`src/rtl/sped_pkg.sv`:
```
`timescale 1ns / 1ps
// ----------------------------------------------------------------------------
// sped_pkg: shared definitions for the surround peak direction estimator
// Widths, fixed-point constants, register indexes and the arctangent table.
// ----------------------------------------------------------------------------
package sped_pkg;

    // Averaging window; must be a power of two.
    localparam int WINDOW_LEN = 8;
    localparam int WIN_BITS   = $clog2(WINDOW_LEN);

    localparam int LEVEL_W  = 16;
    localparam int GAIN_W   = 16;
    localparam int CNT_W    = 4;
    localparam int THR_W    = 15;
    localparam int UNIT_W   = 16;
    localparam int SUM_W    = WIN_BITS + 17;
    localparam int MAG_W    = 15;
    localparam int ANG_W    = 16;
    localparam int MIX_W    = 34;
    localparam int PROD_W   = 50;
    localparam int ABS_W    = 49;
    localparam int QUO_W    = 15;
    localparam int SQ_W     = 30;
    localparam int CORDIC_W = 36;
    localparam int ACC_W    = 32;
    localparam int STEP_W   = 4;
    localparam int CFG_W    = 16;

    localparam logic [QUO_W-1:0] UNIT_ONE    = 15'd16384;
    localparam logic [13:0]      REAR_WEIGHT = 14'd11469;
    localparam int               MIX_SHIFT   = 23;
    localparam int               UNIT_SHIFT  = 14;
    localparam logic [ABS_W-1:0] BIG_LIMIT   = ABS_W'(64'd1 << 37);

    // Channel layout thresholds on channel_count.
    localparam logic [CNT_W-1:0] LAYOUT_STEREO = 4'd2;
    localparam logic [CNT_W-1:0] LAYOUT_5_1    = 4'd6;
    localparam logic [CNT_W-1:0] LAYOUT_7_1    = 4'd8;

    localparam logic [GAIN_W-1:0] GAIN_RESET  = 16'd256;
    localparam logic [CNT_W-1:0]  COUNT_RESET = 4'd2;
    localparam logic [THR_W-1:0]  THR_RESET   = 15'd1638;

    typedef enum logic [1:0] {
        CFG_GAIN      = 2'd0,
        CFG_COUNT     = 2'd1,
        CFG_THRESHOLD = 2'd2
    } cfg_index_t;

    // Arctangent of 2^-i as a fraction of a full turn (2^32).
    function automatic logic [ACC_W-1:0] turn_angle(input logic [STEP_W-1:0] i);
        logic [ACC_W-1:0] a;
        case (i)
            4'd0:    a = 32'h20000000;
            4'd1:    a = 32'h12E4051D;
            4'd2:    a = 32'h09FB385B;
            4'd3:    a = 32'h051111D4;
            4'd4:    a = 32'h028B0D43;
            4'd5:    a = 32'h0145D7E1;
            4'd6:    a = 32'h00A2F61E;
            4'd7:    a = 32'h00517C55;
            4'd8:    a = 32'h0028BE53;
            4'd9:    a = 32'h00145F2E;
            4'd10:   a = 32'h000A2F98;
            4'd11:   a = 32'h000517CC;
            4'd12:   a = 32'h00028BE6;
            4'd13:   a = 32'h000145F3;
            4'd14:   a = 32'h0000A2F9;
            default: a = 32'h0000517C;
        endcase
        return a;
    endfunction

endpackage

```
`src/rtl/sped_polar.sv`:
```
`timescale 1ns / 1ps
// ----------------------------------------------------------------------------
// sped_polar: magnitude and bearing of the averaged direction vector
// Squares the components, then runs a bit-pair square root and a 16-step
// CORDIC vectoring loop side by side, one step per cycle.
// ----------------------------------------------------------------------------
module sped_polar
(
    input  logic                                clk,
    input  logic                                rst_n,
    input  logic                                start,
    input  logic signed [sped_pkg::UNIT_W-1:0]  avg_x,
    input  logic signed [sped_pkg::UNIT_W-1:0]  avg_y,
    output logic                                done,
    output logic [sped_pkg::MAG_W-1:0]          magnitude,
    output logic [sped_pkg::ANG_W-1:0]          bearing
);

    typedef enum logic [2:0] {P_IDLE, P_SQA, P_SQB, P_ITER, P_OUT} pstate_t;

    pstate_t                                  state_reg;
    logic signed [sped_pkg::UNIT_W-1:0]       x_reg, y_reg;
    logic [sped_pkg::SQ_W-1:0]                sq_reg;
    logic [sped_pkg::MAG_W+3:0]               rem_reg;
    logic [sped_pkg::MAG_W-1:0]               root_reg;
    logic signed [sped_pkg::CORDIC_W-1:0]     u_reg, v_reg;
    logic [sped_pkg::ACC_W-1:0]               acc_reg;
    logic                                     zero_reg;
    logic [sped_pkg::STEP_W-1:0]              iter_reg;
    logic                                     done_reg;
    logic [sped_pkg::MAG_W-1:0]               mag_reg;
    logic [sped_pkg::ANG_W-1:0]               bearing_reg;

    logic signed [31:0]                       prod;
    logic signed [sped_pkg::CORDIC_W-1:0]     u_init, v_init, du, dv;
    logic [sped_pkg::MAG_W+3:0]               rem_shift, trial;
    logic [sped_pkg::ACC_W-1:0]               rounded;

    // One squarer, shared between the two components.
    always_comb
    begin
        prod = (state_reg == P_SQA) ? x_reg * x_reg : y_reg * y_reg;
    end

    // Start vector, the rear half turned by half a revolution.
    always_comb
    begin
        u_init = sped_pkg::CORDIC_W'(avg_y) <<< 16;
        v_init = sped_pkg::CORDIC_W'(avg_x) <<< 16;
        if (avg_y[sped_pkg::UNIT_W-1])
        begin
            u_init = -u_init;
            v_init = -v_init;
        end
    end

    // Step terms for the square root and the CORDIC rotation.
    always_comb
    begin
        rem_shift = {rem_reg[sped_pkg::MAG_W+1:0], sq_reg[sped_pkg::SQ_W-1 -: 2]};
        trial     = {2'b00, root_reg, 2'b01};
        du        = v_reg >>> iter_reg;
        dv        = u_reg >>> iter_reg;
        rounded   = acc_reg + 32'h0000_8000;
    end

    // Sequencer and datapath.
    always_ff @(posedge clk or negedge rst_n)
    begin
        if (!rst_n)
        begin
            state_reg   <= P_IDLE;
            x_reg       <= '0;
            y_reg       <= '0;
            sq_reg      <= '0;
            rem_reg     <= '0;
            root_reg    <= '0;
            u_reg       <= '0;
            v_reg       <= '0;
            acc_reg     <= '0;
            zero_reg    <= 1'b0;
            iter_reg    <= '0;
            done_reg    <= 1'b0;
            mag_reg     <= '0;
            bearing_reg <= '0;
        end
        else
        begin
            done_reg <= (state_reg == P_OUT);
            case (state_reg)
                P_IDLE:
                begin
                    if (start)
                    begin
                        x_reg     <= avg_x;
                        y_reg     <= avg_y;
                        u_reg     <= u_init;
                        v_reg     <= v_init;
                        acc_reg   <= avg_y[sped_pkg::UNIT_W-1] ? 32'h8000_0000 : '0;
                        zero_reg  <= (avg_x == '0) && (avg_y == '0);
                        state_reg <= P_SQA;
                    end
                end
                P_SQA:
                begin
                    sq_reg    <= sped_pkg::SQ_W'(prod);
                    state_reg <= P_SQB;
                end
                P_SQB:
                begin
                    sq_reg    <= sq_reg + sped_pkg::SQ_W'(prod);
                    rem_reg   <= '0;
                    root_reg  <= '0;
                    iter_reg  <= '0;
                    state_reg <= P_ITER;
                end
                P_ITER:
                begin
                    // Square root: one result bit per step, fifteen steps.
                    if (iter_reg != 4'd15)
                    begin
                        sq_reg <= sq_reg << 2;
                        if (rem_shift >= trial)
                        begin
                            rem_reg  <= rem_shift - trial;
                            root_reg <= {root_reg[sped_pkg::MAG_W-2:0], 1'b1};
                        end
                        else
                        begin
                            rem_reg  <= rem_shift;
                            root_reg <= {root_reg[sped_pkg::MAG_W-2:0], 1'b0};
                        end
                    end
                    // CORDIC: rotate toward the positive u axis.
                    if (v_reg > 0)
                    begin
                        u_reg   <= u_reg + du;
                        v_reg   <= v_reg - dv;
                        acc_reg <= acc_reg + sped_pkg::turn_angle(iter_reg);
                    end
                    else
                    begin
                        u_reg   <= u_reg - du;
                        v_reg   <= v_reg + dv;
                        acc_reg <= acc_reg - sped_pkg::turn_angle(iter_reg);
                    end
                    iter_reg <= iter_reg + 4'd1;
                    if (iter_reg == 4'd15)
                    begin
                        state_reg <= P_OUT;
                    end
                end
                P_OUT:
                begin
                    mag_reg     <= root_reg;
                    bearing_reg <= zero_reg ? '0 : rounded[31:16];
                    state_reg   <= P_IDLE;
                end
                default:
                begin
                    state_reg <= P_IDLE;
                end
            endcase
        end
    end

    assign done      = done_reg;
    assign magnitude = mag_reg;
    assign bearing   = bearing_reg;

endmodule

```
`config.mk`:
```
export PLATFORM = sky130hd
export DESIGN_NAME = sped_polar
export DESIGN_NICKNAME = d
export VERILOG_FILES = /design/src/rtl/sped_pkg.sv /design/src/rtl/sped_polar.sv
export SDC_FILE = /design/constraint.sdc
export NUM_CORES = 2
export LEC_CHECK = 0
export BUFFER_PORTS_ARGS = -buffer_cell sky130_fd_sc_hd__buf_2
export CAP_MARGIN = 15
export CORE_ASPECT_RATIO = 0.7
export CORE_MARGIN = 8
export CORE_UTILIZATION = 35
export CTS_BUF_LIST = sky130_fd_sc_hd__clkbuf_4 sky130_fd_sc_hd__clkbuf_8 sky130_fd_sc_hd__clkbuf_16
export CTS_CLUSTER_DIAMETER = 120
export DETAILED_ROUTE_END_ITERATION = 8
export REMOVE_ABC_BUFFERS = 1
export SETUP_SLACK_MARGIN = 0.05
export SYNTH_ARGS = -nofsm -noshare
export SYNTH_HDL_FRONTEND = slang
export SYNTH_SLANG_ARGS = --single-unit
```
`constraint.sdc`:
```
create_clock -name clk -period 22.6 [get_ports clk]
set_input_delay 4.52 -clock clk [delete_from_list [all_inputs] [get_ports clk]]
set_output_delay 4.52 -clock clk [all_outputs]
set_load 0.02 [all_outputs]
```
==> impl_metrics.tcl <==
set metrics [dict create \
    cp_common_cell "fa_1" \
    synth_top_family_by_area "adder cells" \
    cts_tree "done" \
    clock_latency_ns 0.63 \
    period_needed_ns 9.12 \
    pin_count 67 \
    rsz0062_at_grt "false" \
    synth_compound_area_frac 0.170 \
    finalCritPeriodShare 0.403 \
    antenna_left 0 \
    slew_viol_final 0 \
    cts_max_path_buffers 3 \
    drt_iter0_drc 3544 \
    synthAdderAreaFrac 0.317 \
    synth_xor_area_frac 0.0703 \
    worstSetupStartpointType "register" \
    routed_wl_mm 122 \
    cap_violations 0 \
    place_area_sq_um 42900 \
    num_rows 105 \
    cts.clk_slew.worst_paths_ns 0.07 \
    muxShareOfSynthArea 0.0635 \
    design_area_sq_um 43900 \
    slowest_stage "a2111oi_0" \
    cts-htree-levels 1 \
    cts_inserted_buffers 28 \
    fin_nets 5601 \
    synth-seq-cells 238 \
    ctsResizeCount 0 \
    setup_tns_ns 0 \
    timing.fmax_ghz 0.110 \
    grt_pass1_wl_mm 195 \
    numPortBuffers 66 \
    syn_area_sq_um 41200 \
    remaining_drc_errors 0 \
    cts_root_buf "clkbuf_16" \
    coreArea_sq_um 117000 \
    regArea_sq_um 5970 \
    dp_hpwl_mm 97.4 \
    synth_edf_count 0 \
    synth-simple-area-share 0.147 \
    layout_commonest_cell "inv_1" \
    grt_pass1_vias 33400 \
    first_pass_iters 7 \
    outcome "complete, no violations" \
    start_util 0.352 \
    hold_path.class "register to register" \
    postCtsSetupBuffers 0 \
    required_ns 23.11 \
    crit_type "register to register" \
    gr-total-overflow 0 \
    cp_data_arrival_time_ns 9.63 \
    grt_start_max_net_pins 136 \
    multi_input_area_sq_um 31700 \
    max_stage_delay_ns 0.75 \
    max_slew.worst_pin.slew_ns 1.20 \
    endpoint_kind "register" \
    seq_area_frac_synth 0.145 \
    grt_use_total 0.186 \
    critPathMaxFanout 14 \
    postSynthCellCount 4872 \
    syn_to_final_growth_pct 6.45 \
    die_width_um 426 \
    cts_hold_buffers 0 \
    cts_num_sinks 238 \
    fin_skew_ns 0.0443 \
    setup_viol 0 \
    synth.distinct_cells 98 \
    report.final.hold_viol_count 0 \
    async_flop_share 1.00 \
    grt_antenna_before_repair 11 \
    syn_avg_cell_area_sq_um 8.46 \
    dieHeight_um 303 \
    viasPerCell 5.42 \
    synthFlopType "dfrtp_1" \
    nFillCells 12000 \
    fp.dieArea_sq_um 129000 \
    yosysWarnings 0 \
    avgRoutedWirePerCell_um 19.2 \
    routabilityCongestion 0.948 \
    drive_gt1_frac 0.0638 \
    most-common-layout-cells "714 x inv_1, 565 x nand2_1, 447 x fa_1, 372 x o21ai_0, 330 x ha_1" \
    slew_headroom 0.200 \
    vias 34500 \
]
## stage by stage
| step | hold WS [ns] | util | setup WS [ns] | instances |
|---|---|---|---|---|
| 2_1_floorplan | 0.451 | - | 8.42 | 4661 |
| 3_3_place_gp | 0.456 | 0.366 | 13.86 | 6310 |
| 3_5_place_dp | 0.466 | 0.366 | 13.58 | 6310 |
| 4_1_cts | 0.483 | 0.375 | 13.53 | 6362 |
| 5_1_grt | 0.507 | 0.375 | 12.96 | 6365 |
| 6_report | 0.473 | 0.375 | 13.48 | 6368 |
## logic make-up after synthesis
family / count (synthesis)
AND/OR/NAND/NOR: 1290
AO/OA/AOI/OAI: 1117
buffers and inverters: 932
adder cells (fa/ha/maj): 777
XOR/XNOR: 331
flip-flops: 238
multiplexers: 187
## worst paths after layout
path | cells past startpoint | start | to | slack [ns]
setup / recovery | 29 | x_reg[2] | sq_reg[26] | 13.48
hold reg to reg | 2 | magnitude[14] | magnitude[14] | 0.47
hold / removal | 2 | magnitude[14] | magnitude[14] | 0.47
setup reg to reg | 29 | x_reg[2] | sq_reg[26] | 13.48
min in group asynchronous | 1 | rst_n | magnitude[14] | 3.91
max in group asynchronous | 2 | rst_n | iter_reg[0] | 17.15
## Yosys cell counts (all sizes together) (92+ instances only)
library cell    n  share of area
a21oi         235          0.029
clkbuf        150          0.014
dfrtp         238           0.14
fa            447           0.22
ha            330           0.10
inv           716          0.065
mux2i          92          0.022
nand2         568          0.052
nor2          252          0.023
o21ai         384          0.047
xnor2         173          0.037
xor2          158          0.034
## metal layers
metal | track usage | part of all wire
met5 | 0 | 0.00033
met3 | 0.0502 | 0.11
met4 | 0.0205 | 0.012
met1 | 0.308 | 0.51
met2 | 0.240 | 0.37
## worst max-delay path, delay by kind of cell, from the launching register on
family | cells | cell delay, ns
buf+inv | 5 | 0.59
xor+xnor | 2 | 0.43
simple gates | 4 | 1.18
fa+ha+maj | 8 | 3.64
compound gates | 10 | 2.60
flops | 1 | 0.60
## final cells by class
class | count | area share
Antenna cell | 6 | 0.000342
Clock buffer | 36 | 0.0178
Clock inverter | 16 | 0.00433
Inverter | 721 | 0.0617
Multi-Input combinational cell | 3702 | 0.722
Sequential cell | 238 | 0.136
Tap cell | 1551 | 0.0442
Timing Repair Buffer | 98 | 0.0135
Power is not shown: default switching activity piles up to over one toggle a cycle in this logic, so the estimate is an artifact.
